===== config.mk =====
export PLATFORM = sky130hd
export DESIGN_NAME = nearest_point_on_polyline_top
export DESIGN_NICKNAME = d
export VERILOG_FILES = /design/src/design/npp_pkg.sv /design/src/design/npp_mul.sv /design/src/design/npp_div.sv /design/src/design/nearest_point_on_polyline_top.sv
export SDC_FILE = /design/constraint.sdc
export NUM_CORES = 2
export LEC_CHECK = 0
export ABC_AREA = 1
export BUFFER_PORTS_ARGS = -buffer_cell sky130_fd_sc_hd__buf_2
export CAP_MARGIN = 20
export CELL_PAD_IN_SITES_DETAIL_PLACEMENT = 1
export CELL_PAD_IN_SITES_GLOBAL_PLACEMENT = 1
export CORE_MARGIN = 5
export CORE_UTILIZATION = 45
export CTS_BUF_LIST = sky130_fd_sc_hd__clkbuf_2
export CTS_CLUSTER_SIZE = 8
export DETAILED_ROUTE_END_ITERATION = 10
export PLACE_DENSITY_LB_ADDON = 0.1
export SYNTH_ARGS = -nofsm -noshare
export SYNTH_HDL_FRONTEND = slang
export SYNTH_SLANG_ARGS = --single-unit

===== constraint.sdc =====
create_clock -name clk -period 13.1 [get_ports clk]
set_input_delay 1.31 -clock clk [delete_from_list [all_inputs] [get_ports clk]]
set_output_delay 1.31 -clock clk [all_outputs]
set_load 0.03 [all_outputs]

===== src/design/npp_pkg.sv =====
package npp_pkg;

  localparam int COORD_BITS_DEF = 16;

  typedef enum logic [3:0] {
    S_IDLE,
    S_TA,
    S_TB,
    S_LA,
    S_LB,
    S_DEC,
    S_NX0,
    S_NX1,
    S_NY0,
    S_NY1,
    S_NYF,
    S_DIV,
    S_DIST,
    S_DIST2,
    S_CMP,
    S_EMIT
  } npp_state_t;

endpackage


===== src/design/npp_mul.sv =====
module npp_mul
  import npp_pkg::*;
#(
  parameter int MW = COORD_BITS_DEF + 2
) (
  input  logic                   clk,
  input  logic signed [MW-1:0]   a,
  input  logic signed [MW-1:0]   b,
  output logic signed [2*MW-1:0] p
);

  logic signed [2*MW-1:0] p_r;

  always_ff @(posedge clk) begin
    p_r <= a * b;
  end

  assign p = p_r;

endmodule


===== src/design/npp_div.sv =====
module npp_div
  import npp_pkg::*;
#(
  parameter int CW = COORD_BITS_DEF
) (
  input  logic                clk,
  input  logic                rst_n,
  input  logic                start,
  input  logic [3*CW+1:0]     num_x,
  input  logic [3*CW+1:0]     num_y,
  input  logic [2*CW+1:0]     den,
  output logic                done,
  output logic [CW:0]         q_x,
  output logic [CW:0]         q_y
);

  localparam int QW   = CW + 1;
  localparam int NW   = 3 * CW + 2;
  localparam int CNTW = $clog2(QW);

  logic            busy_r, busy_nxt;
  logic            done_r, done_nxt;
  logic [CNTW-1:0] cnt_r, cnt_nxt;
  logic [NW-1:0]   rem_x_r, rem_x_nxt;
  logic [NW-1:0]   rem_y_r, rem_y_nxt;
  logic [NW-1:0]   dsh_r, dsh_nxt;
  logic [QW-1:0]   q_x_r, q_x_nxt;
  logic [QW-1:0]   q_y_r, q_y_nxt;
  logic            ge_x, ge_y;

  // Both quotients are produced together; the two lanes share the shifted divisor.
  assign ge_x = (rem_x_r >= dsh_r);
  assign ge_y = (rem_y_r >= dsh_r);

  always_comb begin
    busy_nxt  = busy_r;
    done_nxt  = 1'b0;
    cnt_nxt   = cnt_r;
    rem_x_nxt = rem_x_r;
    rem_y_nxt = rem_y_r;
    dsh_nxt   = dsh_r;
    q_x_nxt   = q_x_r;
    q_y_nxt   = q_y_r;
    if (start) begin
      busy_nxt  = 1'b1;
      cnt_nxt   = CNTW'(QW - 1);
      rem_x_nxt = num_x;
      rem_y_nxt = num_y;
      dsh_nxt   = {den, {CW{1'b0}}};
    end else if (busy_r) begin
      if (ge_x) begin
        rem_x_nxt = rem_x_r - dsh_r;
      end
      if (ge_y) begin
        rem_y_nxt = rem_y_r - dsh_r;
      end
      q_x_nxt = {q_x_r[QW-2:0], ge_x};
      q_y_nxt = {q_y_r[QW-2:0], ge_y};
      dsh_nxt = dsh_r >> 1;
      if (cnt_r == '0) begin
        busy_nxt = 1'b0;
        done_nxt = 1'b1;
      end else begin
        cnt_nxt = cnt_r - 1'b1;
      end
    end
  end

  always_ff @(posedge clk) begin
    if (!rst_n) begin
      busy_r <= 1'b0;
      done_r <= 1'b0;
    end else begin
      busy_r <= busy_nxt;
      done_r <= done_nxt;
    end
    cnt_r   <= cnt_nxt;
    rem_x_r <= rem_x_nxt;
    rem_y_r <= rem_y_nxt;
    dsh_r   <= dsh_nxt;
    q_x_r   <= q_x_nxt;
    q_y_r   <= q_y_nxt;
  end

  assign done = done_r;
  assign q_x  = q_x_r;
  assign q_y  = q_y_r;

endmodule


===== src/design/nearest_point_on_polyline_top.sv =====
// Channel  Direction  Handshake              Payload
// in       input      in_valid / in_stall    robot_x, robot_y, vertex_x, vertex_y, last_vertex
// out      output     out_valid / out_stall  nearest_x/y, segment_end_x/y, min_distance_sq,
//                                            valid_res
//
// The first vertex of a path is stored with the robot position; when it is also the last
// one, the result step follows. Every later vertex skips the division when the projection
// falls on an end point or the segment is vertical, and needs it otherwise; the shared
// multiplier and the restoring divider (COORD_BITS + 1 steps) do that work.
// A later vertex that ends the path is followed by the result step.
// in_stall is high while a vertex is being worked on. Reset is synchronous.
// A result waits in the output register; only a path end that finds it still
// stalled holds the block until it is taken.
module nearest_point_on_polyline_top
  import npp_pkg::*;
#(
  parameter int COORD_BITS = COORD_BITS_DEF
) (
  input  logic                    clk,
  input  logic                    rst_n,
  input  logic                    in_valid,
  output logic                    in_stall,
  input  logic [COORD_BITS-1:0]   in_robot_x,
  input  logic [COORD_BITS-1:0]   in_robot_y,
  input  logic [COORD_BITS-1:0]   in_vertex_x,
  input  logic [COORD_BITS-1:0]   in_vertex_y,
  input  logic                    in_last_vertex,
  output logic                    out_valid,
  input  logic                    out_stall,
  output logic [COORD_BITS-1:0]   out_nearest_x,
  output logic [COORD_BITS-1:0]   out_nearest_y,
  output logic [COORD_BITS-1:0]   out_segment_end_x,
  output logic [COORD_BITS-1:0]   out_segment_end_y,
  output logic [2*COORD_BITS:0]   out_min_distance_sq,
  output logic                    out_valid_res
);

  localparam int CW  = COORD_BITS;
  localparam int DW  = CW + 1;
  localparam int MW  = CW + 2;
  localparam int PW  = 2 * MW;
  localparam int TW  = 2 * CW + 2;
  localparam int LW  = 2 * CW + 2;
  localparam int NW  = 3 * CW + 2;
  localparam int DSW = 2 * CW + 1;

  npp_state_t state_r, state_nxt;

  logic                 have_prev_r, have_prev_nxt;
  logic                 found_r, found_nxt;
  logic                 last_r, last_nxt;
  logic signed [CW-1:0] prev_x_r, prev_x_nxt;
  logic signed [CW-1:0] prev_y_r, prev_y_nxt;
  logic signed [CW-1:0] rob_x_r, rob_x_nxt;
  logic signed [CW-1:0] rob_y_r, rob_y_nxt;
  logic signed [CW-1:0] nx_r, nx_nxt;
  logic signed [CW-1:0] ny_r, ny_nxt;
  logic [DW-1:0]        dx_r, dx_nxt;
  logic [DW-1:0]        dy_r, dy_nxt;
  logic [DW-1:0]        rpx_r, rpx_nxt;
  logic [DW-1:0]        rpy_r, rpy_nxt;
  logic [PW-1:0]        acc_r, acc_nxt;
  logic [TW-1:0]        t_r, t_nxt;
  logic [LW-1:0]        len_r, len_nxt;
  logic [NW-1:0]        numx_r, numx_nxt;
  logic [NW-1:0]        numy_r, numy_nxt;
  logic signed [CW-1:0] cand_x_r, cand_x_nxt;
  logic signed [CW-1:0] cand_y_r, cand_y_nxt;
  logic [DSW-1:0]       best_d_r, best_d_nxt;
  logic [CW-1:0]        best_px_r, best_px_nxt;
  logic [CW-1:0]        best_py_r, best_py_nxt;
  logic [CW-1:0]        best_ex_r, best_ex_nxt;
  logic [CW-1:0]        best_ey_r, best_ey_nxt;
  logic                 out_valid_r, out_valid_nxt;
  logic [CW-1:0]        out_nx_r, out_nx_nxt;
  logic [CW-1:0]        out_ny_r, out_ny_nxt;
  logic [CW-1:0]        out_ex_r, out_ex_nxt;
  logic [CW-1:0]        out_ey_r, out_ey_nxt;
  logic [DSW-1:0]       out_d_r, out_d_nxt;
  logic                 out_res_r, out_res_nxt;

  logic signed [MW-1:0] mul_a, mul_b;
  logic signed [PW-1:0] prod;
  logic [PW-1:0]        acc_sum;
  logic [DW-1:0]        absdx, absdy;
  logic [NW-1:0]        lo_ext, hi_ext;
  logic [LW-1:0]        len_w;
  logic [DSW-1:0]       dist_w;
  logic [DW-1:0]        ex, ey;
  logic signed [CW-1:0] cy_lo, cy_hi, cy_clamp;
  logic [MW-1:0]        projx_full, projy_full;
  logic                 div_start, div_done;
  logic [CW:0]          div_qx, div_qy;
  logic [NW-1:0]        div_numy;
  logic                 accept;

  npp_mul #(.MW(MW)) u_mul (
    .clk (clk),
    .a   (mul_a),
    .b   (mul_b),
    .p   (prod)
  );

  npp_div #(.CW(CW)) u_div (
    .clk   (clk),
    .rst_n (rst_n),
    .start (div_start),
    .num_x (numx_r),
    .num_y (div_numy),
    .den   (len_r),
    .done  (div_done),
    .q_x   (div_qx),
    .q_y   (div_qy)
  );

  assign in_stall = (state_r != S_IDLE);
  assign accept   = in_valid && !in_stall;

  assign acc_sum = acc_r + prod;
  assign len_w   = acc_sum[LW-1:0];
  assign dist_w  = acc_sum[DSW-1:0];
  assign absdx   = dx_r[DW-1] ? (~dx_r + 1'b1) : dx_r;
  assign absdy   = dy_r[DW-1] ? (~dy_r + 1'b1) : dy_r;

  // Partial products of |d| * T, with T split into a low and a high part.
  assign lo_ext   = {{(CW+1){1'b0}}, prod[2*CW:0]};
  assign hi_ext   = {prod[2*CW:0], {(CW+1){1'b0}}};
  assign div_numy = numy_r + hi_ext;

  assign ex = {cand_x_r[CW-1], cand_x_r} - {rob_x_r[CW-1], rob_x_r};
  assign ey = {cand_y_r[CW-1], cand_y_r} - {rob_y_r[CW-1], rob_y_r};

  assign cy_lo    = (prev_y_r < ny_r) ? prev_y_r : ny_r;
  assign cy_hi    = (prev_y_r < ny_r) ? ny_r : prev_y_r;
  assign cy_clamp = (rob_y_r < cy_lo) ? cy_lo : ((rob_y_r > cy_hi) ? cy_hi : rob_y_r);

  // The quotient is below |d|, so the projection stays inside the bounding box.
  assign projx_full = dx_r[DW-1]
                    ? ({{2{prev_x_r[CW-1]}}, prev_x_r} - {1'b0, div_qx})
                    : ({{2{prev_x_r[CW-1]}}, prev_x_r} + {1'b0, div_qx});
  assign projy_full = dy_r[DW-1]
                    ? ({{2{prev_y_r[CW-1]}}, prev_y_r} - {1'b0, div_qy})
                    : ({{2{prev_y_r[CW-1]}}, prev_y_r} + {1'b0, div_qy});

  always_comb begin
    state_nxt     = state_r;
    have_prev_nxt = have_prev_r;
    found_nxt     = found_r;
    last_nxt      = last_r;
    prev_x_nxt    = prev_x_r;
    prev_y_nxt    = prev_y_r;
    rob_x_nxt     = rob_x_r;
    rob_y_nxt     = rob_y_r;
    nx_nxt        = nx_r;
    ny_nxt        = ny_r;
    dx_nxt        = dx_r;
    dy_nxt        = dy_r;
    rpx_nxt       = rpx_r;
    rpy_nxt       = rpy_r;
    acc_nxt       = acc_r;
    t_nxt         = t_r;
    len_nxt       = len_r;
    numx_nxt      = numx_r;
    numy_nxt      = numy_r;
    cand_x_nxt    = cand_x_r;
    cand_y_nxt    = cand_y_r;
    best_d_nxt    = best_d_r;
    best_px_nxt   = best_px_r;
    best_py_nxt   = best_py_r;
    best_ex_nxt   = best_ex_r;
    best_ey_nxt   = best_ey_r;
    out_valid_nxt = out_valid_r && out_stall;
    out_nx_nxt    = out_nx_r;
    out_ny_nxt    = out_ny_r;
    out_ex_nxt    = out_ex_r;
    out_ey_nxt    = out_ey_r;
    out_d_nxt     = out_d_r;
    out_res_nxt   = out_res_r;
    mul_a         = '0;
    mul_b         = '0;
    div_start     = 1'b0;

    case (state_r)
      S_IDLE: begin
        if (accept) begin
          last_nxt = in_last_vertex;
          if (!have_prev_r) begin
            rob_x_nxt     = in_robot_x;
            rob_y_nxt     = in_robot_y;
            prev_x_nxt    = in_vertex_x;
            prev_y_nxt    = in_vertex_y;
            found_nxt     = 1'b0;
            have_prev_nxt = 1'b1;
            state_nxt     = in_last_vertex ? S_EMIT : S_IDLE;
          end else begin
            nx_nxt    = in_vertex_x;
            ny_nxt    = in_vertex_y;
            dx_nxt    = {in_vertex_x[CW-1], in_vertex_x} - {prev_x_r[CW-1], prev_x_r};
            dy_nxt    = {in_vertex_y[CW-1], in_vertex_y} - {prev_y_r[CW-1], prev_y_r};
            rpx_nxt   = {rob_x_r[CW-1], rob_x_r} - {prev_x_r[CW-1], prev_x_r};
            rpy_nxt   = {rob_y_r[CW-1], rob_y_r} - {prev_y_r[CW-1], prev_y_r};
            state_nxt = S_TA;
          end
        end
      end
      S_TA: begin
        mul_a     = {rpx_r[DW-1], rpx_r};
        mul_b     = {dx_r[DW-1], dx_r};
        state_nxt = S_TB;
      end
      S_TB: begin
        mul_a     = {rpy_r[DW-1], rpy_r};
        mul_b     = {dy_r[DW-1], dy_r};
        acc_nxt   = prod;
        state_nxt = S_LA;
      end
      S_LA: begin
        mul_a     = {dx_r[DW-1], dx_r};
        mul_b     = {dx_r[DW-1], dx_r};
        t_nxt     = acc_sum[TW-1:0];
        state_nxt = S_LB;
      end
      S_LB: begin
        mul_a     = {dy_r[DW-1], dy_r};
        mul_b     = {dy_r[DW-1], dy_r};
        acc_nxt   = prod;
        state_nxt = S_DEC;
      end
      S_DEC: begin
        len_nxt = len_w;
        if (dx_r == '0) begin
          // Vertical segment: keep the vertex X and the robot Y, clamped to the segment.
          cand_x_nxt = prev_x_r;
          cand_y_nxt = cy_clamp;
          state_nxt  = S_DIST;
        end else if (t_r[TW-1] || (t_r == '0)) begin
          cand_x_nxt = prev_x_r;
          cand_y_nxt = prev_y_r;
          state_nxt  = S_DIST;
        end else if (t_r >= len_w) begin
          cand_x_nxt = nx_r;
          cand_y_nxt = ny_r;
          state_nxt  = S_DIST;
        end else begin
          state_nxt = S_NX0;
        end
      end
      S_NX0: begin
        mul_a     = {1'b0, absdx};
        mul_b     = {1'b0, t_r[CW:0]};
        state_nxt = S_NX1;
      end
      S_NX1: begin
        mul_a     = {1'b0, absdx};
        mul_b     = {2'b00, t_r[2*CW:CW+1]};
        numx_nxt  = lo_ext;
        state_nxt = S_NY0;
      end
      S_NY0: begin
        mul_a     = {1'b0, absdy};
        mul_b     = {1'b0, t_r[CW:0]};
        numx_nxt  = numx_r + hi_ext;
        state_nxt = S_NY1;
      end
      S_NY1: begin
        mul_a     = {1'b0, absdy};
        mul_b     = {2'b00, t_r[2*CW:CW+1]};
        numy_nxt  = lo_ext;
        state_nxt = S_NYF;
      end
      S_NYF: begin
        div_start = 1'b1;
        state_nxt = S_DIV;
      end
      S_DIV: begin
        if (div_done) begin
          cand_x_nxt = projx_full[CW-1:0];
          cand_y_nxt = projy_full[CW-1:0];
          state_nxt  = S_DIST;
        end
      end
      S_DIST: begin
        mul_a     = {ex[DW-1], ex};
        mul_b     = {ex[DW-1], ex};
        state_nxt = S_DIST2;
      end
      S_DIST2: begin
        mul_a     = {ey[DW-1], ey};
        mul_b     = {ey[DW-1], ey};
        acc_nxt   = prod;
        state_nxt = S_CMP;
      end
      S_CMP: begin
        // A tie goes to the later segment.
        if (!found_r || (dist_w <= best_d_r)) begin
          best_d_nxt  = dist_w;
          best_px_nxt = cand_x_r;
          best_py_nxt = cand_y_r;
          best_ex_nxt = nx_r;
          best_ey_nxt = ny_r;
        end
        found_nxt  = 1'b1;
        prev_x_nxt = nx_r;
        prev_y_nxt = ny_r;
        state_nxt  = last_r ? S_EMIT : S_IDLE;
      end
      S_EMIT: begin
        if (!out_valid_r || !out_stall) begin
          out_valid_nxt = 1'b1;
          out_res_nxt   = found_r;
          out_nx_nxt    = found_r ? best_px_r : '0;
          out_ny_nxt    = found_r ? best_py_r : '0;
          out_ex_nxt    = found_r ? best_ex_r : '0;
          out_ey_nxt    = found_r ? best_ey_r : '0;
          out_d_nxt     = found_r ? best_d_r : '0;
          have_prev_nxt = 1'b0;
          found_nxt     = 1'b0;
          state_nxt     = S_IDLE;
        end
      end
      default: begin
        state_nxt = S_IDLE;
      end
    endcase
  end

  always_ff @(posedge clk) begin
    if (!rst_n) begin
      state_r     <= S_IDLE;
      have_prev_r <= 1'b0;
      found_r     <= 1'b0;
      out_valid_r <= 1'b0;
    end else begin
      state_r     <= state_nxt;
      have_prev_r <= have_prev_nxt;
      found_r     <= found_nxt;
      out_valid_r <= out_valid_nxt;
    end
  end

  always_ff @(posedge clk) begin
    last_r    <= last_nxt;
    prev_x_r  <= prev_x_nxt;
    prev_y_r  <= prev_y_nxt;
    rob_x_r   <= rob_x_nxt;
    rob_y_r   <= rob_y_nxt;
    nx_r      <= nx_nxt;
    ny_r      <= ny_nxt;
    dx_r      <= dx_nxt;
    dy_r      <= dy_nxt;
    rpx_r     <= rpx_nxt;
    rpy_r     <= rpy_nxt;
    acc_r     <= acc_nxt;
    t_r       <= t_nxt;
    len_r     <= len_nxt;
    numx_r    <= numx_nxt;
    numy_r    <= numy_nxt;
    cand_x_r  <= cand_x_nxt;
    cand_y_r  <= cand_y_nxt;
    best_d_r  <= best_d_nxt;
    best_px_r <= best_px_nxt;
    best_py_r <= best_py_nxt;
    best_ex_r <= best_ex_nxt;
    best_ey_r <= best_ey_nxt;
    out_nx_r  <= out_nx_nxt;
    out_ny_r  <= out_ny_nxt;
    out_ex_r  <= out_ex_nxt;
    out_ey_r  <= out_ey_nxt;
    out_d_r   <= out_d_nxt;
    out_res_r <= out_res_nxt;
  end

  assign out_valid           = out_valid_r;
  assign out_nearest_x       = out_nx_r;
  assign out_nearest_y       = out_ny_r;
  assign out_segment_end_x   = out_ex_r;
  assign out_segment_end_y   = out_ey_r;
  assign out_min_distance_sq = out_d_r;
  assign out_valid_res       = out_res_r;

endmodule


Yosys cells after proc, flatten, opt, wreduce, memory -nomap -nowiden --
Cells that the tools add are included.
Word-level totals: bits of input ports 69, output and inout port bits 100, word-level logic and storage cells 198, register bits 807
Cells by class: reduce and logical (&&, ||, !) cells 44, multiply operators 1, bitwise logic cells 7, add/subtract/negate cells 18, order comparisons 7, equality and inequality tests 20, multiplexer cells 58
Operators by type and width (number):
- 50-bit 2-to-1 mux | 8
- 16-bit 2-to-1 mux | 18
- 18-bit case mux with 8 select lines | 1
- 16-bit case mux with 2 select lines | 4
- 18-bit case mux with 6 select lines | 1
- 16-bit by 16-bit subtractor with 17-bit output | 6
- 50-bit greater-or-equal comparator | 2
- 50-bit case mux with 2 select lines | 1
- 50-bit subtractor | 2
- 4-bit case mux with 16 select lines | 1
- 33-bit by 50-bit adder with 50-bit output | 1
- 50-bit adder | 1
- 4-bit 2-to-1 mux | 9
- 17-bit by 1-bit adder with 17-bit output (second input constant) | 2
- 34-bit adder | 1
- 34-bit greater-or-equal comparator | 1
- 34-bit logical NOT | 1
- 18-bit by 18-bit multiplier with 34-bit output | 1
- 17-bit 2-to-1 mux | 2
- 17-bit NOT | 2
- 33-bit <= comparator | 1
- 16-bit adder | 2
- 4-bit equality test (second input constant) | 8
- 16-bit less-than comparator | 2
- 27 further kinds | 77

Depth between registers and ports, before layout --
depth after elaboration 7, gate-level depth with buffers 45, gate-level depth less buffers 45

Hierarchy --
From an unflattened synthesis, not the netlist that was laid out.
Unflattened totals: cell total of the unflattened synthesis 8145, area, all modules 66157.2 µm²
By module, submodules not included:
- nearest_point_on_polyline_top | times used 1, area an instance 35826.9 µm², seq. area each 17466.8 µm², cells each 3840
- npp_div | times used 1, area an instance 16417.0 µm², seq. area each 5505.3 µm², cells each 2494
- npp_mul | times used 1, area an instance 13913.3 µm², seq. area each 720.7 µm², cells each 1811

Worst setup path before layout --
OpenSTA, ideal clock, no wires.
kind flip-flop to flip-flop, start point register acc_r[0], end point register best_d_r[0] (enable), data required time 12490 ps, path buffers 0, stages on the path, launching flop included 27, slack 4066 ps, clock period less this slack 9034 ps, setup time 610 ps, arrival 8424 ps, cells stage by stage edfxtp_1 > ha_1 > fa_1 > nand2_1 > inv_1 > nand2_1 > nand2_1 > nand2_1 > nand3_1 > a21boi_1 > o21ai_2 > a21boi_2 > inv_1 > a21oi_2 > o21ai_2 > a21oi_2 > o21ai_1 > nand2_1 > nand2_1 > xor2_1 > ha_1 > nand2_1 > nor2_1 > nand4_1 > nor4_1 > nand3_1 > a31oi_1
Between the ends: cells in the longest elaborated chain, start to end 4
RTL lines:
- start: declaration | RTL line nearest_point_on_polyline_top.sv:62 | logic [PW-1:0] acc_r, acc_nxt;
- start signal: assignment | RTL line nearest_point_on_polyline_top.sv:353 | acc_r <= acc_nxt;
- 34-bit adder | RTL line nearest_point_on_polyline_top.sv:119 | assign acc_sum = acc_r + prod;
- net acc_sum[32] | RTL line nearest_point_on_polyline_top.sv:84 | logic [PW-1:0] acc_sum;
- 33-bit <= comparator | RTL line nearest_point_on_polyline_top.sv:295 | if (!found_r || (dist_w <= best_d_r)) begin
- 1-bit logical OR | RTL line nearest_point_on_polyline_top.sv:295
- 2-bit AND reduction (no source line)
- end signal: assignment | RTL line nearest_point_on_polyline_top.sv:360 | best_d_r <= best_d_nxt;
- end: declaration | RTL line nearest_point_on_polyline_top.sv:69 | logic [DSW-1:0] best_d_r, best_d_nxt;
The timed path passes the listed nets, and every way through them passes these cells. A chain may end at the register's enable or synchronous reset.

Worst setup path in the final report --
start point register rob_y_r[0], end point register u_mul.p_r[31], in the netlist u_mul.p[31]
Between the ends: cells in the longest elaborated chain, start to end 3, elaborated cells between the ends (all ways) 4, those cells by class 1 x add/sub; 1 x mul; 2 x mux
RTL lines:
- start: declaration | RTL line nearest_point_on_polyline_top.sv:55 | logic signed [CW-1:0] rob_y_r, rob_y_nxt;
- start signal: assignment | RTL line nearest_point_on_polyline_top.sv:346 | rob_y_r <= rob_y_nxt;
- 16-bit by 16-bit subtractor with 17-bit output * | RTL line nearest_point_on_polyline_top.sv:131 | assign ey = {cand_y_r[CW-1], cand_y_r} - {rob_y_r[CW-1], rob_y_r};
- 18-bit case mux with 8 select lines / 18-bit case mux with 6 select lines (equally long branches) | RTL line nearest_point_on_polyline_top.sv:183 | case (state_r)
- 18-bit by 18-bit multiplier with 34-bit output * | RTL line npp_mul.sv:15 | p_r <= a * b;
- end signal: assignment | RTL line npp_mul.sv:15
- end: declaration | RTL line npp_mul.sv:12 | logic signed [2*MW-1:0] p_r;
Mark *: on every way between the ends. The rest lies on a longest branch, timed or not.

==> flow_summary.yaml <==
floorplanning:
  die_x_um: 377
  io_pins: 169
  die_h_um: 377
  initial_core_util_pct: 45.3
  rows: 134
  die_area_mm2: 0.142
  core_mm2: 0.134
route:
  highest_layer: "met5"
  drcViolationCount: 0
  vias: 50600
  dr.pass1.iters: 6
  drtAntennaViolNets: 0
  routed_via_density: 5.53
  met1_length_mm: 93.2
  first_iter_violations: 3727
  post_drt_wl_per_cell_um: 23.6
  met2_length_mm: 103
  totalWireLength_mm: 216
  wl_met3_mm: 13.2
critical_path:
  slowest_delay_ps: 690
  rr_worst_depth: 35
  setup.worst_path.start_class: "flip-flop"
  critical_path_class: "reg2reg"
  arrival_ps: 10660
  end_kind: "flip-flop"
  crit_path_frequent_cell: "fa_1"
  r2r_slack_ps: 4030
  crit_fanout: 16
  cpMaxStageDelayCell: "nor3_1"
  cp.required_ps: 14690
grt:
  grt_pass1_wl_mm: 326
  grt_overflow_total: 0
  antenna_found_initial: 21
  gr-usage-all-layers_pct: 30.4
  first_global_vias: 53700
  grt_max_degree: 133
placed_design:
  place.gp.congestion: 0.923
  io_buffers: 168
  dp_hpwl_mm: 170
final_layout:
  drive_gt1_share_pct: 10.3
  syn_to_final_growth_pct: 10.3
  fin_nets: 8123
yosys:
  synthesis.area_mm2: 0.0605
  synth.avg_cell_area_um2: 8.92
  synthArstFlopShare_pct: 0
  synth_largest_area_cell: "edfxtp_1"
  synth_edf_count: 743
  synthesis.nets: 7698
  ys_warn_count: 0
  synth_commonest_cells: "nand2_1 (1344), inv_1 (1247), edfxtp_1 (743)"
  synth_most_common_cell: "nand2_1"
  ys_types: 67
  synth_area_leaders: "edfxtp_1 (37%), fa_1 (11%), ha_1 (11%), nand2_1 (8.3%), inv_1 (7.7%)"
  ys_ff_latch: 807
  yosysTopAreaCellShare_pct: 36.9
  post_synth_inst_count: 6786
  yosysSeqAreaShare_pct: 39.0
  synthFlopType: "edfxtp_1"
sta:
  fin_worst_skew_ps: 160
  fmax_mhz: 110
  finalSetupTns_ps: 0
  setup_viol: 0
  maxSlewHeadroom_pct: 19.7
  hold_violations: 0
  rsz0062_at_grt: "no"
  slew_viol_final: 0
  tightestPinTransition_ps: 1200
  period_needed_ps: 9070
  period_share_pct: 69.3
clock_network:
  ctsHtreeMaxLevel: 4
  root_buffer: "clkbuf_2"
  numClockSinks: 807
  clock_latency_ps: 1790
  cts_buffer_depth: 3
  cts_setup_buffers: 0
  numCtsBuffers: 218
  clk_pin_slew_ps: 100
  cts_tree: "done"
status:
  status: "finished clean"
worst_hold_path:
  hold_class: "in2reg"
  hold_depth: 2
job:
  timing.max_cap.violations: 0
[layer usage]
metal  track usage (%)  vias up
met1              40.3    25300
met5                 0        -
met2              51.5     1538
met3              4.54      344
li1                  -    23400
met4              9.73        8
[layout make-up]
type	count	area, um^2
Clock buffer	317	1590
Multi-Input combinational cell	4570	31700
Inverter	1275	4790
Clock inverter	73	464
Antenna cell	11	27.5
Sequential cell	807	23600
Fill cell	15900	66900
Timing Repair Buffer	339	2340
Tap cell	1768	2210
[worst max-delay path, delay by kind of cell (launching register included)]
kind,cells,cell delay (ps)
AND/OR/NAND/NOR,9,1530
adder cells (fa/ha/maj),9,3870
flip-flops,1,420
AO/OA/AOI/OAI,11,2100
buffers and inverters,6,940
[cell usage in the layout, fill, tap and decap left out, drive strengths merged, types with 81 or more instances in the layout]
cell and instances:
nand2 1354, inv 1274, edfxtp 743, a21oi 538, ha 515, o21ai 466
nor2 433, fa 328, clkbuf 317, buf 270, nand3 189, xor2 166
xnor2 81
[per-stage QoR]
step	util [%]	cells	cell area [um^2]	setup slack [ps]	hold slack (ps)
6_report	49.9	9160	66700	4030	272
5_1_grt	49.9	9154	66700	3510	86.7
4_1_cts	49.9	9147	66700	4060	30.8
3_5_place_dp	47.8	8688	63900	4210	441
3_3_place_gp	47.8	8688	63900	4420	434
2_1_floorplan	-	6786	60500	4070	406
[sequential cells by signal, indices dropped and copies added, names as in the netlist, 17 cells and up]
| signal | cells |
|---|---|
| numx_r | 50 |
| rpy_r | 17 |
| best_d_r | 33 |
| u_div.rem_y_r | 50 |
| rpx_r | 17 |
| out_min_distance_sq | 33 |
| len_r | 34 |
| acc_r | 34 |
| u_div.dsh_r | 50 |
| dy_r | 17 |
| u_div.rem_x_r | 50 |
| dx_r | 17 |
| t_r | 34 |
| numy_r | 33 |
| u_mul.p | 34 |
[worst paths after layout]
check	startpoint	endpoint
worst max-delay path	rob_y_r[0]	u_mul.p[31]
worst max register to register	rob_y_r[0]	u_mul.p[31]
worst min-delay path	in_robot_x[6]	rob_x_r[6]
worst min register to register	u_div.q_y[10]	u_div.q_y[11]
[logic make-up after synthesis]
kind of cell               synth area share [%]
AOI/OAI and AO/OA                          12.2
xor gates and xnor gates                   3.57
adders and majority gates                  21.5
buffers and inverters                      8.82
DFF                                        39.0
and+or+nand+nor                            15.0
[what timing repair did]
item | in CTS | in global routing
hold buffers | 69 | 0
gates resized for setup | 0 | 0
endpoints found under the hold margin | 120 | 0
Power is left out: the tool's default activity adds up to more than one toggle a clock period on the data nets, which glitch-free logic cannot reach.
